### src/jsu_pkg.sv
package jsu_pkg;

	// decoder modes; values outside the list behave as idle
	typedef enum logic [3:0] {
		MODE_IDLE   = 4'd0,
		MODE_BODY   = 4'd1,
		MODE_ESC    = 4'd2,
		MODE_HEX0   = 4'd3,
		MODE_HEX1   = 4'd4,
		MODE_HEX2   = 4'd5,
		MODE_HEX3   = 4'd6,
		MODE_SUR_BS = 4'd7,
		MODE_SUR_U  = 4'd8,
		MODE_LO0    = 4'd9,
		MODE_LO1    = 4'd10,
		MODE_LO2    = 4'd11,
		MODE_LO3    = 4'd12
	} mode_t;

	// result status codes
	typedef enum logic [1:0] {
		ST_CONT  = 2'd0,
		ST_CLOSE = 2'd1,
		ST_ERR   = 2'd2
	} status_t;

	// byte codes used by the decoder
	localparam logic [7:0] CH_QUOTE = 8'h22;
	localparam logic [7:0] CH_BSLASH = 8'h5C;
	localparam logic [7:0] CH_SLASH = 8'h2F;
	localparam logic [7:0] CH_B = 8'h62;
	localparam logic [7:0] CH_F = 8'h66;
	localparam logic [7:0] CH_N = 8'h6E;
	localparam logic [7:0] CH_R = 8'h72;
	localparam logic [7:0] CH_T = 8'h74;
	localparam logic [7:0] CH_U = 8'h75;

	localparam int JSU_QUEUE_DEPTH = 4;
	localparam int JSU_MAX_BYTES = 4;

	// one decoded input word: up to four utf-8 bytes, or a lone status result
	typedef struct packed {
		logic [JSU_MAX_BYTES-1:0][7:0] data;
		logic [2:0]                    nbytes;
		status_t                       status;
	} jsu_entry_t;

endpackage

### src/jsu_front.sv
module jsu_front (
	input  logic               clk,
	input  logic               arst_n,
	input  logic               accept,
	input  logic [7:0]         in_byte,
	input  logic               end_of_text,
	output jsu_pkg::jsu_entry_t entry
);
	import jsu_pkg::*;

	mode_t       mode_q, mode_d;
	logic [15:0] cu_q, cu_d;
	logic [9:0]  hs_q, hs_d;
	logic [3:0]  hex_val;
	logic        hex_ok;
	logic [15:0] cu_shift;
	logic [20:0] cp;
	logic        do_utf8;
	logic [10:0] hs_plus;

	// hex digit of either case
	always_comb begin
		hex_ok = 1'b1;
		hex_val = 4'd0;
		if (in_byte >= 8'h30 && in_byte <= 8'h39) begin
			hex_val = in_byte[3:0];
		end else if ((in_byte >= 8'h61 && in_byte <= 8'h66) ||
		             (in_byte >= 8'h41 && in_byte <= 8'h46)) begin
			hex_val = 4'(in_byte[2:0] + 3'd1) + 4'd8;
		end else begin
			hex_ok = 1'b0;
		end
	end

	assign cu_shift = {cu_q[11:0], hex_val};
	assign hs_plus = {1'b0, hs_q} + 11'd64;

	// next mode and classification of the current word
	always_comb begin
		mode_d = mode_q;
		cu_d = cu_q;
		hs_d = hs_q;
		entry.status = ST_CONT;
		entry.nbytes = 3'd0;
		entry.data = '0;
		cp = 21'd0;
		do_utf8 = 1'b0;
		if (end_of_text) begin
			entry.status = ST_ERR;
		end else begin
			unique case (mode_q)
				MODE_BODY: begin
					if (in_byte == CH_QUOTE) begin
						entry.status = ST_CLOSE;
					end else if (in_byte == CH_BSLASH) begin
						mode_d = MODE_ESC;
					end else begin
						entry.nbytes = 3'd1;
						entry.data[0] = in_byte;
					end
				end
				MODE_ESC: begin
					mode_d = MODE_BODY;
					entry.nbytes = 3'd1;
					case (in_byte)
						CH_QUOTE, CH_BSLASH, CH_SLASH: entry.data[0] = in_byte;
						CH_B: entry.data[0] = 8'h08;
						CH_F: entry.data[0] = 8'h0C;
						CH_N: entry.data[0] = 8'h0A;
						CH_R: entry.data[0] = 8'h0D;
						CH_T: entry.data[0] = 8'h09;
						CH_U: begin
							entry.nbytes = 3'd0;
							cu_d = 16'd0;
							mode_d = MODE_HEX0;
						end
						default: begin
							entry.nbytes = 3'd0;
							entry.status = ST_ERR;
						end
					endcase
				end
				MODE_HEX0, MODE_HEX1, MODE_HEX2, MODE_HEX3: begin
					if (!hex_ok) begin
						entry.status = ST_ERR;
					end else begin
						cu_d = cu_shift;
						if (mode_q != MODE_HEX3) begin
							mode_d = mode_t'(mode_q + 4'd1);
						end else if (cu_shift[15:10] == 6'b110110) begin
							// high surrogate: wait for the low half
							hs_d = cu_shift[9:0];
							mode_d = MODE_SUR_BS;
						end else begin
							cp = {5'd0, cu_shift};
							do_utf8 = 1'b1;
							mode_d = MODE_BODY;
						end
					end
				end
				MODE_SUR_BS: begin
					if (in_byte == CH_BSLASH) mode_d = MODE_SUR_U;
					else entry.status = ST_ERR;
				end
				MODE_SUR_U: begin
					if (in_byte == CH_U) begin
						cu_d = 16'd0;
						mode_d = MODE_LO0;
					end else begin
						entry.status = ST_ERR;
					end
				end
				MODE_LO0, MODE_LO1, MODE_LO2, MODE_LO3: begin
					if (!hex_ok) begin
						entry.status = ST_ERR;
					end else begin
						cu_d = cu_shift;
						if (mode_q != MODE_LO3) begin
							mode_d = mode_t'(mode_q + 4'd1);
						end else if (cu_shift[15:10] != 6'b110111) begin
							entry.status = ST_ERR;
						end else begin
							cp = {hs_plus, cu_shift[9:0]};
							do_utf8 = 1'b1;
							mode_d = MODE_BODY;
						end
					end
				end
				default: begin
					if (in_byte == CH_QUOTE) mode_d = MODE_BODY;
					else entry.status = ST_ERR;
				end
			endcase
		end
		if (entry.status != ST_CONT) mode_d = MODE_IDLE;

		// utf-8 encoding of the code point
		if (do_utf8) begin
			if (cp < 21'h80) begin
				entry.nbytes = 3'd1;
				entry.data[0] = cp[7:0];
			end else if (cp < 21'h800) begin
				entry.nbytes = 3'd2;
				entry.data[0] = {3'b110, cp[10:6]};
				entry.data[1] = {2'b10, cp[5:0]};
			end else if (cp < 21'h10000) begin
				entry.nbytes = 3'd3;
				entry.data[0] = {4'b1110, cp[15:12]};
				entry.data[1] = {2'b10, cp[11:6]};
				entry.data[2] = {2'b10, cp[5:0]};
			end else begin
				entry.nbytes = 3'd4;
				entry.data[0] = {5'b11110, cp[20:18]};
				entry.data[1] = {2'b10, cp[17:12]};
				entry.data[2] = {2'b10, cp[11:6]};
				entry.data[3] = {2'b10, cp[5:0]};
			end
		end
	end

	// decoder state
	always_ff @(posedge clk or negedge arst_n) begin
		if (!arst_n) begin
			mode_q <= MODE_IDLE;
			cu_q <= 16'd0;
			hs_q <= 10'd0;
		end else if (accept) begin
			mode_q <= mode_d;
			cu_q <= cu_d;
			hs_q <= hs_d;
		end
	end

endmodule

### src/jsu_queue.sv
module jsu_queue #(
	parameter int DEPTH = jsu_pkg::JSU_QUEUE_DEPTH
) (
	input  logic                clk,
	input  logic                arst_n,
	input  logic                enq,
	input  jsu_pkg::jsu_entry_t enq_entry,
	output logic                full,
	input  logic                deq,
	output logic                head_valid,
	output jsu_pkg::jsu_entry_t head
);
	import jsu_pkg::*;

	localparam int PTR_W = (DEPTH > 1) ? $clog2(DEPTH) : 1;
	localparam int CNT_W = $clog2(DEPTH + 1);

	jsu_entry_t       mem_q [DEPTH];
	logic [PTR_W-1:0] wr_ptr_q, rd_ptr_q;
	logic [CNT_W-1:0] count_q;

	assign full = (count_q == CNT_W'(DEPTH));
	assign head_valid = (count_q != '0);
	assign head = mem_q[rd_ptr_q];

	// storage
	always_ff @(posedge clk) begin
		if (enq) mem_q[wr_ptr_q] <= enq_entry;
	end

	// pointers and fill count
	always_ff @(posedge clk or negedge arst_n) begin
		if (!arst_n) begin
			wr_ptr_q <= '0;
			rd_ptr_q <= '0;
			count_q <= '0;
		end else begin
			if (enq) begin
				wr_ptr_q <= (wr_ptr_q == PTR_W'(DEPTH - 1)) ? '0 : wr_ptr_q + 1'b1;
			end
			if (deq) begin
				rd_ptr_q <= (rd_ptr_q == PTR_W'(DEPTH - 1)) ? '0 : rd_ptr_q + 1'b1;
			end
			if (enq && !deq) count_q <= count_q + 1'b1;
			else if (!enq && deq) count_q <= count_q - 1'b1;
		end
	end

endmodule

### src/jsu_back.sv
module jsu_back (
	input  logic                clk,
	input  logic                arst_n,
	input  logic                head_valid,
	input  jsu_pkg::jsu_entry_t head,
	input  logic                pop,
	output logic                deq,
	output logic                empty,
	output logic [7:0]          out_byte,
	output logic                has_byte,
	output logic [1:0]          status,
	output logic                last
);
	import jsu_pkg::*;

	logic [1:0] idx_q;
	logic       take;

	// present one result word of the head entry
	assign empty = !head_valid;
	assign has_byte = (head.nbytes != 3'd0);
	assign out_byte = has_byte ? head.data[idx_q] : 8'd0;
	assign status = head.status;
	assign last = !has_byte || ({1'b0, idx_q} == head.nbytes - 3'd1);
	assign take = pop && head_valid;
	assign deq = take && last;

	// byte index within the head entry
	always_ff @(posedge clk or negedge arst_n) begin
		if (!arst_n) begin
			idx_q <= 2'd0;
		end else if (take) begin
			idx_q <= last ? 2'd0 : idx_q + 2'd1;
		end
	end

endmodule

### src/json_string_unescape_top.sv
// timing: the decoder is combinational; each taken input word is registered in the queue
// throughput: one input word per cycle unless full, one result word per cycle
//   while pop is high; each utf-8 byte of an escape is its own result word; the
//   decoded-word queue between decoder and serializer sets how far input runs ahead
// reset: arst_n clears the decoder to idle and empties the queue
module json_string_unescape_top #(
	parameter int QUEUE_DEPTH = jsu_pkg::JSU_QUEUE_DEPTH
) (
	input  logic       clk,
	input  logic       arst_n,
	input  logic       push,
	output logic       full,
	input  logic [7:0] in_byte,
	input  logic       end_of_text,
	input  logic       pop,
	output logic       empty,
	output logic [7:0] out_byte,
	output logic       has_byte,
	output logic [1:0] status,
	output logic       last
);
	import jsu_pkg::*;

	jsu_entry_t front_entry, head;
	logic       accept, head_valid, deq;

	assign accept = push && !full;

	// decoder
	jsu_front u_front (
		.clk         (clk),
		.arst_n      (arst_n),
		.accept      (accept),
		.in_byte     (in_byte),
		.end_of_text (end_of_text),
		.entry       (front_entry)
	);

	// decoded-word queue
	jsu_queue #(
		.DEPTH (QUEUE_DEPTH)
	) u_queue (
		.clk        (clk),
		.arst_n     (arst_n),
		.enq        (accept),
		.enq_entry  (front_entry),
		.full       (full),
		.deq        (deq),
		.head_valid (head_valid),
		.head       (head)
	);

	// serializer
	jsu_back u_back (
		.clk        (clk),
		.arst_n     (arst_n),
		.head_valid (head_valid),
		.head       (head),
		.pop        (pop),
		.deq        (deq),
		.empty      (empty),
		.out_byte   (out_byte),
		.has_byte   (has_byte),
		.status     (status),
		.last       (last)
	);

	// closing or error words stand alone and end their input word
	a_status_last: assert property (@(posedge clk) disable iff (!arst_n)
		(!empty && status != ST_CONT) |-> (last && !has_byte))
		else $error("status word not final or carries a byte");

	// a word with no content byte is always the final one
	a_nobyte_last: assert property (@(posedge clk) disable iff (!arst_n)
		(!empty && !has_byte) |-> last)
		else $error("empty result word not marked last");

	// a taken input word shows up on the result side
	a_push_visible: assert property (@(posedge clk) disable iff (!arst_n)
		(push && !full) |=> !empty)
		else $error("accepted word lost");

	// content bytes only come with continuing status
	a_byte_cont: assert property (@(posedge clk) disable iff (!arst_n)
		(!empty && has_byte) |-> (status == ST_CONT))
		else $error("content byte with terminal status");

endmodule

### config.mk
export PLATFORM = sky130hd
export DESIGN_NAME = json_string_unescape_top
export DESIGN_NICKNAME = d
export VERILOG_FILES = /design/src/jsu_pkg.sv /design/src/jsu_front.sv /design/src/jsu_queue.sv /design/src/jsu_back.sv /design/src/json_string_unescape_top.sv
export SDC_FILE = /design/constraint.sdc
export NUM_CORES = 1
export LEC_CHECK = 0
export BUFFER_PORTS_ARGS = -buffer_cell sky130_fd_sc_hd__buf_2
export CAP_MARGIN = 30
export CORE_MARGIN = 2
export CORE_UTILIZATION = 31
export DETAILED_ROUTE_END_ITERATION = 6
export PLACE_DENSITY = 0.47
export SKIP_LAST_GASP = 1
export SYNTH_ARGS = -nofsm -noshare
export SYNTH_HDL_FRONTEND = slang
export SYNTH_SLANG_ARGS = --single-unit
### constraint.sdc
create_clock -name clk -period 4.2 [get_ports clk]
set_clock_uncertainty 0.05 [all_clocks]
set_input_delay 0.84 -clock clk [delete_from_list [all_inputs] [get_ports clk]]
set_output_delay 0.84 -clock clk [all_outputs]
set_load 0.01 [all_outputs]
After elaboration in Yosys (flattened, before gate mapping)
Memories as Yosys holds them, arrays and structs flattened.
Index checks and enable logic that the tools add are counted.
- bitwise operators: 2
- eq/ne operators: 39
- multiply operators: 0
- add/subtract/negate cells: 10
- order comparisons: 10
- reductions and logical operators: 31
- shift operators: 0
- div/mod/pow operators: 0
- muxes and demuxes: 72
- operator list (operator ; count):
    $mux W21 ; 6
    $eq A8 B7 Y1 const B ; 7
    $mux W4 ; 14
    $pmux W8 S6 ; 1
    $mux W11 ; 4
    $pmux W21 S2 ; 1
    $mux W35 ; 1
    $mux W16 ; 2
    $mux W2 ; 13
    $mux W25 ; 1
    $mux W12 ; 2
    $mux W24 ; 1
    $mux W8 ; 3
    $pmux W12 S2 ; 1
    $pmux W4 S6 ; 1
    $pmux W11 S2 ; 1
    $lt A21 B12 Y1 const B ; 1
    $lt A21 B17 Y1 const B ; 1
    $lt A21 B8 Y1 const B ; 1
    $eq A4 B4 Y1 const B ; 5
    $mux W19 ; 1
    $bmux W8 S2 ; 1
    $eq A4 B3 Y1 const B ; 4
    $eq A8 B6 Y1 const B ; 2
    other kinds (43) ; 89
- output and inout port bits: 14
- RAM bits: 148
- latch bits: 0
- flip-flop bits (word level): 35
- memories: 1
- input port bits: 13
- ROM bits: 0
- memory list (memory ; words ; width ; rd ports ; clocked after Yosys merged registers in ; wr ports ; line ; source):
    u_queue.mem_q ; 4 ; 37 ; 1 ; 0 ; 1 ; jsu_queue.sv:18 ; jsu_entry_t mem_q [DEPTH];

Depth between registers and ports, before layout
- depth in word-level cells: 15
- depth in mapped cells: 15
- mapped depth without buffers: 13

Modules after synthesis
From an unflattened synthesis, not the netlist that was laid out.
- cells, all modules: 642
- area total of the unflattened synthesis: 9113.7 µm²
- by module, submodules not included (module ; area an instance (µm²) ; cells an instance ; instances):
    jsu_queue ; 5748.0 ; 230 ; 1
    jsu_front ; 2850.2 ; 367 ; 1
    jsu_back ; 501.7 ; 44 ; 1
    json_string_unescape_top ; 13.8 ; 1 ; 1

Worst setup path after synthesis
Ideal clock, no wire load.
- path type: reg-to-reg
- start point: register u_queue.rd_ptr_q[0]
- end point: register u_queue.count_q[1]
- arrival time: 3.204 ns
- data required time: 4.025 ns
- slack: 0.822 ns
- buffers on the path: 2
- cell stages (with the launch flop): 14
- cells stage by stage: dfrtp_1 > buf_2 > buf_2 > mux4_2 > inv_1 > ha_1 > xor2_1 > nand2_1 > o21ai_1 > nand2b_1 > ha_1 > inv_1 > fa_1 > mux2_2
- cells in the longest elaborated chain, start to end: 8
- elaborated cells on any way between the ends: 12
- RTL lines (element ; line ; source):
    from (decl) ; jsu_queue.sv:19 ; logic [PTR_W-1:0] wr_ptr_q, rd_ptr_q;
    from (signal assigned) ; jsu_queue.sv:42 ; rd_ptr_q <= (rd_ptr_q == PTR_W'(DEPTH - 1)) ? '0 : rd_ptr_q + 1'b1;
    $mem_v2 Z4 W37 (*) ; n/a ;
    $sub A3 B1 Y3 or $reduce_bool A3 Y1 (tied branches) ; jsu_back.sv:24, jsu_back.sv:21 ;
    $eq A2 B3 Y1 or $logic_not A1 Y1 (tied branches) ; jsu_back.sv:24 ; assign last = !has_byte || ({1'b0, idx_q} == head.nbytes - 3'd1);
    $logic_or A1 B1 Y1 (*) ; jsu_back.sv:24 ;
    via last ; json_string_unescape_top.sv:20 ; output logic last
    $logic_and A1 B1 Y1 (*) ; jsu_back.sv:26 ; assign deq = take && last;
    $logic_not A1 Y1 ; jsu_queue.sv:44 ; if (enq && !deq) count_q <= count_q + 1'b1;
    $logic_and A1 B1 Y1 ; jsu_queue.sv:44 ;
    $mux W3 or $reduce_bool A2 Y1 (tied branches) ; n/a ;
    to (signal assigned) ; jsu_queue.sv:44 ;
    to (signal assigned) ; jsu_queue.sv:45 ; else if (!enq && deq) count_q <= count_q - 1'b1;
    to (decl) ; jsu_queue.sv:20 ; logic [CNT_W-1:0] count_q;
Mark *: on every way through the listed nets, which the timed path passes. The rest lies on a longest branch.
A chain may end at the register's enable or synchronous reset.

Final worst setup path
- start point: register u_queue.rd_ptr_q[1]
- end point: output out_byte[3]
- cells in the longest elaborated chain, start to end: 4
- elaborated cells on any way between the ends: 5
- RTL lines (element ; line ; source):
    $mem_v2 Z4 W37 (*) ; n/a ;
    $bmux W8 S2 ; jsu_back.sv:22 ; assign out_byte = has_byte ? head.data[idx_q] : 8'd0;
    $mux W8 (implied by the code) ; jsu_back.sv:22 ;
    $mux W8 (*) ; jsu_back.sv:22 ;
    to (decl) ; json_string_unescape_top.sv:17 ; output logic [7:0] out_byte,
Mark *: on every way between the ends. The rest lies on a longest branch, timed or not. The select of a mux whose other input is x is not followed.

==> key figures <==
Status
  – Outcome: finished with violations
  – Failing checks: DRC

GRT
  – First-pass GRT wire length: 33300 um
  – GRT overflow: 0
  – Vias in the first global route: 5542
  – Initial antenna violation count: 0
  – Largest net degree at the start of global routing: 36
  – Total track usage: 15.5%

Final layout
  – Inserted Diodes: 0
  – Synthesis-to-layout area growth: 13.9%
  – Fin util: 36.1%
  – Non-Filler Instances: 994
  – Layout cell share with drive strength beyond 1: 21.1%
  – Final #Nets: 677
  – Fillcell total: 2547

Synthesis
  – Post-synth EDFFs: 132
  – Gate count after technology mapping: 617
  – Mapped Avg Cell Area: 13.4 um^2
  – Seq cells post-synth: 167
  – Unique masters post-synth: 77
  – Leading post-synthesis cells by cell area: edfxtp_1 48%, mux4_2 11%, dfrtp_1 11%, ha_1 2.6%, nand2_1 2.0%
  – Seq/Total Area, Yosys: 58.4%
  – Top FF cell, synth: edfxtp_1
  – Synthesized area: 8280 um^2
  – Yosys warns: 0
  – Post-synth top area cell: edfxtp_1
  – Area share of the largest cell type after synthesis: 47.9%
  – Ys async rst share: 21.0%
  – Synthesized Nets: 648

Place
  – Final weighted congestion in routability-driven placement: 0.928
  – Final HPWL DP: 14700 um
  – Post-placement cell count: 962
  – PortBufs: 26

Power and ir drop
  – NetSw: 1.60 mW
  – Final total power: 5.25 mW
  – Max IR drop VDD: 256 uV
  – Power per standard cell area: 557 nW/um^2
  – Power share of the clock group: 29.8%
  – Comb pwr share: 27.3%
  – P_int: 3.65 mW
  – P_leak: 3.20 nW
  – Flop pwr share: 42.9%
  – Sw frac: 30.6%

Setup path
  – CP Max Fanout: 26
  – Worst path slowest cell: dfrtp_1
  – R2R Path Start: u_front.mode_q[0]$_DFFE_PN0P_
  – Worst path bufs/invs: 2
  – Crit. End Element: output pin
  – Crit-path most repeated cell: mux4_2
  – R2r setup slk: 0.67 ns
  – Arr. time, crit path: 2.74 ns
  – Critical path, cell by cell: buf_4 > mux4_2 > mux4_2 > and2_1 > buf_2
  – Critical Path Source Type: register
  – Max incr delay on CP: 0.62 ns
  – Crit path max-delay family: multiplexers
  – Worst reg2reg path endpoint: u_queue.mem_q[0][9]$_DFFE_PP_
  – CP required: 3.31 ns
  – Crit path kind: register to output pin
  – R2r worst-path depth: 9

Clock tree
  – Post_cts resized: 0
  – Worst-case clock buffer depth: 2
  – Worst-path clk slew: 0.07 ns
  – Clock Latency Late Sink: 0.43 ns
  – CTS tree: done
  – Root Buffer: clkbuf_16
  – Hold-fix buffer count after cts: 0
  – Clk sink count: 167
  – H-tree depth: 4
  – TritonCTS Buffers: 17
  – Post CTS Setup Buffer Count: 0

Route
  – Vias: 5427
  – Routed met2 length: 10500 um
  – Residual DRC: 2
  – Vias per cell: 5.46
  – Initial drt markers: 422
  – Met3 routed WL: 720 um
  – Top Layer Used: met4
  – Final wirelength: 21200 um
  – Routed len/inst: 21.4 um
  – Router iterations before antenna repair: 7
  – ANT nets after route: 0
  – Met1 Wirelength: 9910 um

Floorplan
  – Die Wd: 167 um
  – Placeable Area: 26100 um^2
  – Boundary pin count: 27
  – Die Height: 167 um
  – Initial Util: 31.7%
  – Std cell rows: 59
  – Die area: 28000 um^2

STA
  – Worst slew pin tran: 1.02 ns
  – Min Tclk post-route: 3.63 ns
  – Total negative setup slack: 0 ns
  – Fmax: 0.276 GHz
  – WHS: 0.460 ns
  – Final setup viols: 0
  – Endpoints failing hold: 0
  – Slew Limit Fails: 0
  – Final worst-path cycle share: 86.4%
  – Relative slew slack: 31.6%
  – RSZ-0062 raised after global routing: no

Worst hold path
  – Hold Path Sink: u_queue.count_q[2]$_DFFE_PN0P_
  – HP Class: register to register
  – Hold Path Origin: u_queue.count_q[2]$_DFFE_PN0P_
  – Hold depth: 1

Job
  – Maximum Capacitance Violations: 0
-- flip-flops by register name, indices dropped and copies added (netlist names) --
name              count
u_queue.mem_q       132
u_front.cu_q         12
u_front.hs_q         10
u_front.mode_q        4
u_queue.count_q       3
u_back.idx_q          2
u_queue.rd_ptr_q      2
u_queue.wr_ptr_q      2
-- power groups by stage --
stage               combinational [mW]  sequential [mW]  clock [mW]
floorplan                         1.08             2.19           0
global placement                  1.46             2.28           0
detailed placement                1.48             2.30           0
CTS                               1.48             2.27        1.61
global route                      1.58             2.29        1.67
finish                            1.43             2.25        1.56
-- kinds of logic (layout without fill, tap and decap cells) --
group	Yosys count	count (layout)	share of synthesized area (%)
simple gates	178	178	11.5
flops	167	167	58.4
compound gates	142	142	11.5
buf+inv	53	95	2.52
mux	51	51	12.4
fa+ha+maj	18	18	2.81
xor+xnor	8	8	0.846
-- layout by cell type, fill, tap and decap left out, drive strengths merged, types with 4 or more instances in the layout --
cell type	synthesis	layout
nand4	6	6
nor3	15	15
a211oi	4	4
clkinvlp	0	6
nor4	6	6
o31ai	5	5
inv	19	26
and3	7	7
dfrtp	35	35
nand2	45	45
nand3	15	15
a22oi	7	7
o21a	6	6
a22o	6	6
o22ai	6	6
ha	17	17
o211ai	4	4
a31oi	7	7
mux4	40	40
nor2	30	30
o21ai	36	36
nor2b	7	7
o221ai	4	4
edfxtp	132	132
clkbuf	24	17
mux2	10	10
buf	9	43
nand2b	5	5
a21oi	29	29
and2	17	17
xor2	5	5
-- how the worst max path moves through the flow --
stage	cells after the start	slack, ns	endpoint	start
finish	5	0.57	out_byte[3]	u_queue.rd_ptr_q[1]$_DFFE_PN0P_
global route	9	0.39	u_queue.mem_q[3][10]$_DFFE_PP_	u_front.mode_q[0]$_DFFE_PN0P_
detailed placement	9	0.36	u_queue.mem_q[0][16]$_DFFE_PP_	in_byte[0]
global placement	9	0.56	u_queue.mem_q[0][9]$_DFFE_PP_	in_byte[0]
CTS	5	0.47	out_byte[3]	u_queue.rd_ptr_q[1]$_DFFE_PN0P_
floorplan	13	0.82	u_queue.count_q[1]$_DFFE_PN0P_	u_queue.rd_ptr_q[0]$_DFFE_PN0P_
-- Yosys cell counts (8+ instances only) --
master,number
mux4_2,40
o21ai_0,31
ha_1,17
nand3_1,15
inv_1,18
a21oi_1,28
buf_2,8
and2_1,17
nand2_1,44
nor3_1,15
nor2_1,29
dfrtp_1,35
edfxtp_1,132
clkbuf_1,24
mux2_2,10
-- per-layer routing --
layer | up-vias | track usage (%)
met2 | 154 | 25.7
met1 | 2761 | 21.5
met4 | 0 | 3.14
li1 | 2495 | -
met3 | 17 | 2.67
met5 | - | 0
-- area by class of cell --
type | instances | area, um^2 | area share (%)
sequential | 167 | 4840 | 51.3
multi-input combinational | 397 | 3230 | 34.3
clock buffer | 17 | 425 | 4.51
tap | 335 | 419 | 4.45
timing repair buffer | 43 | 270 | 2.87
clock inverter | 15 | 165 | 1.75
inverter | 20 | 75.1 | 0.796
-- metrics by stage --
stage / worst slack [ns] / cell area, um^2
floorplan: 0.822 / 8280
global placement: 0.565 / 8840
detailed placement: 0.364 / 8840
CTS: 0.468 / 9430
global route: 0.393 / 9430
finish: 0.571 / 9430
(Power assumes the default switching activity.)
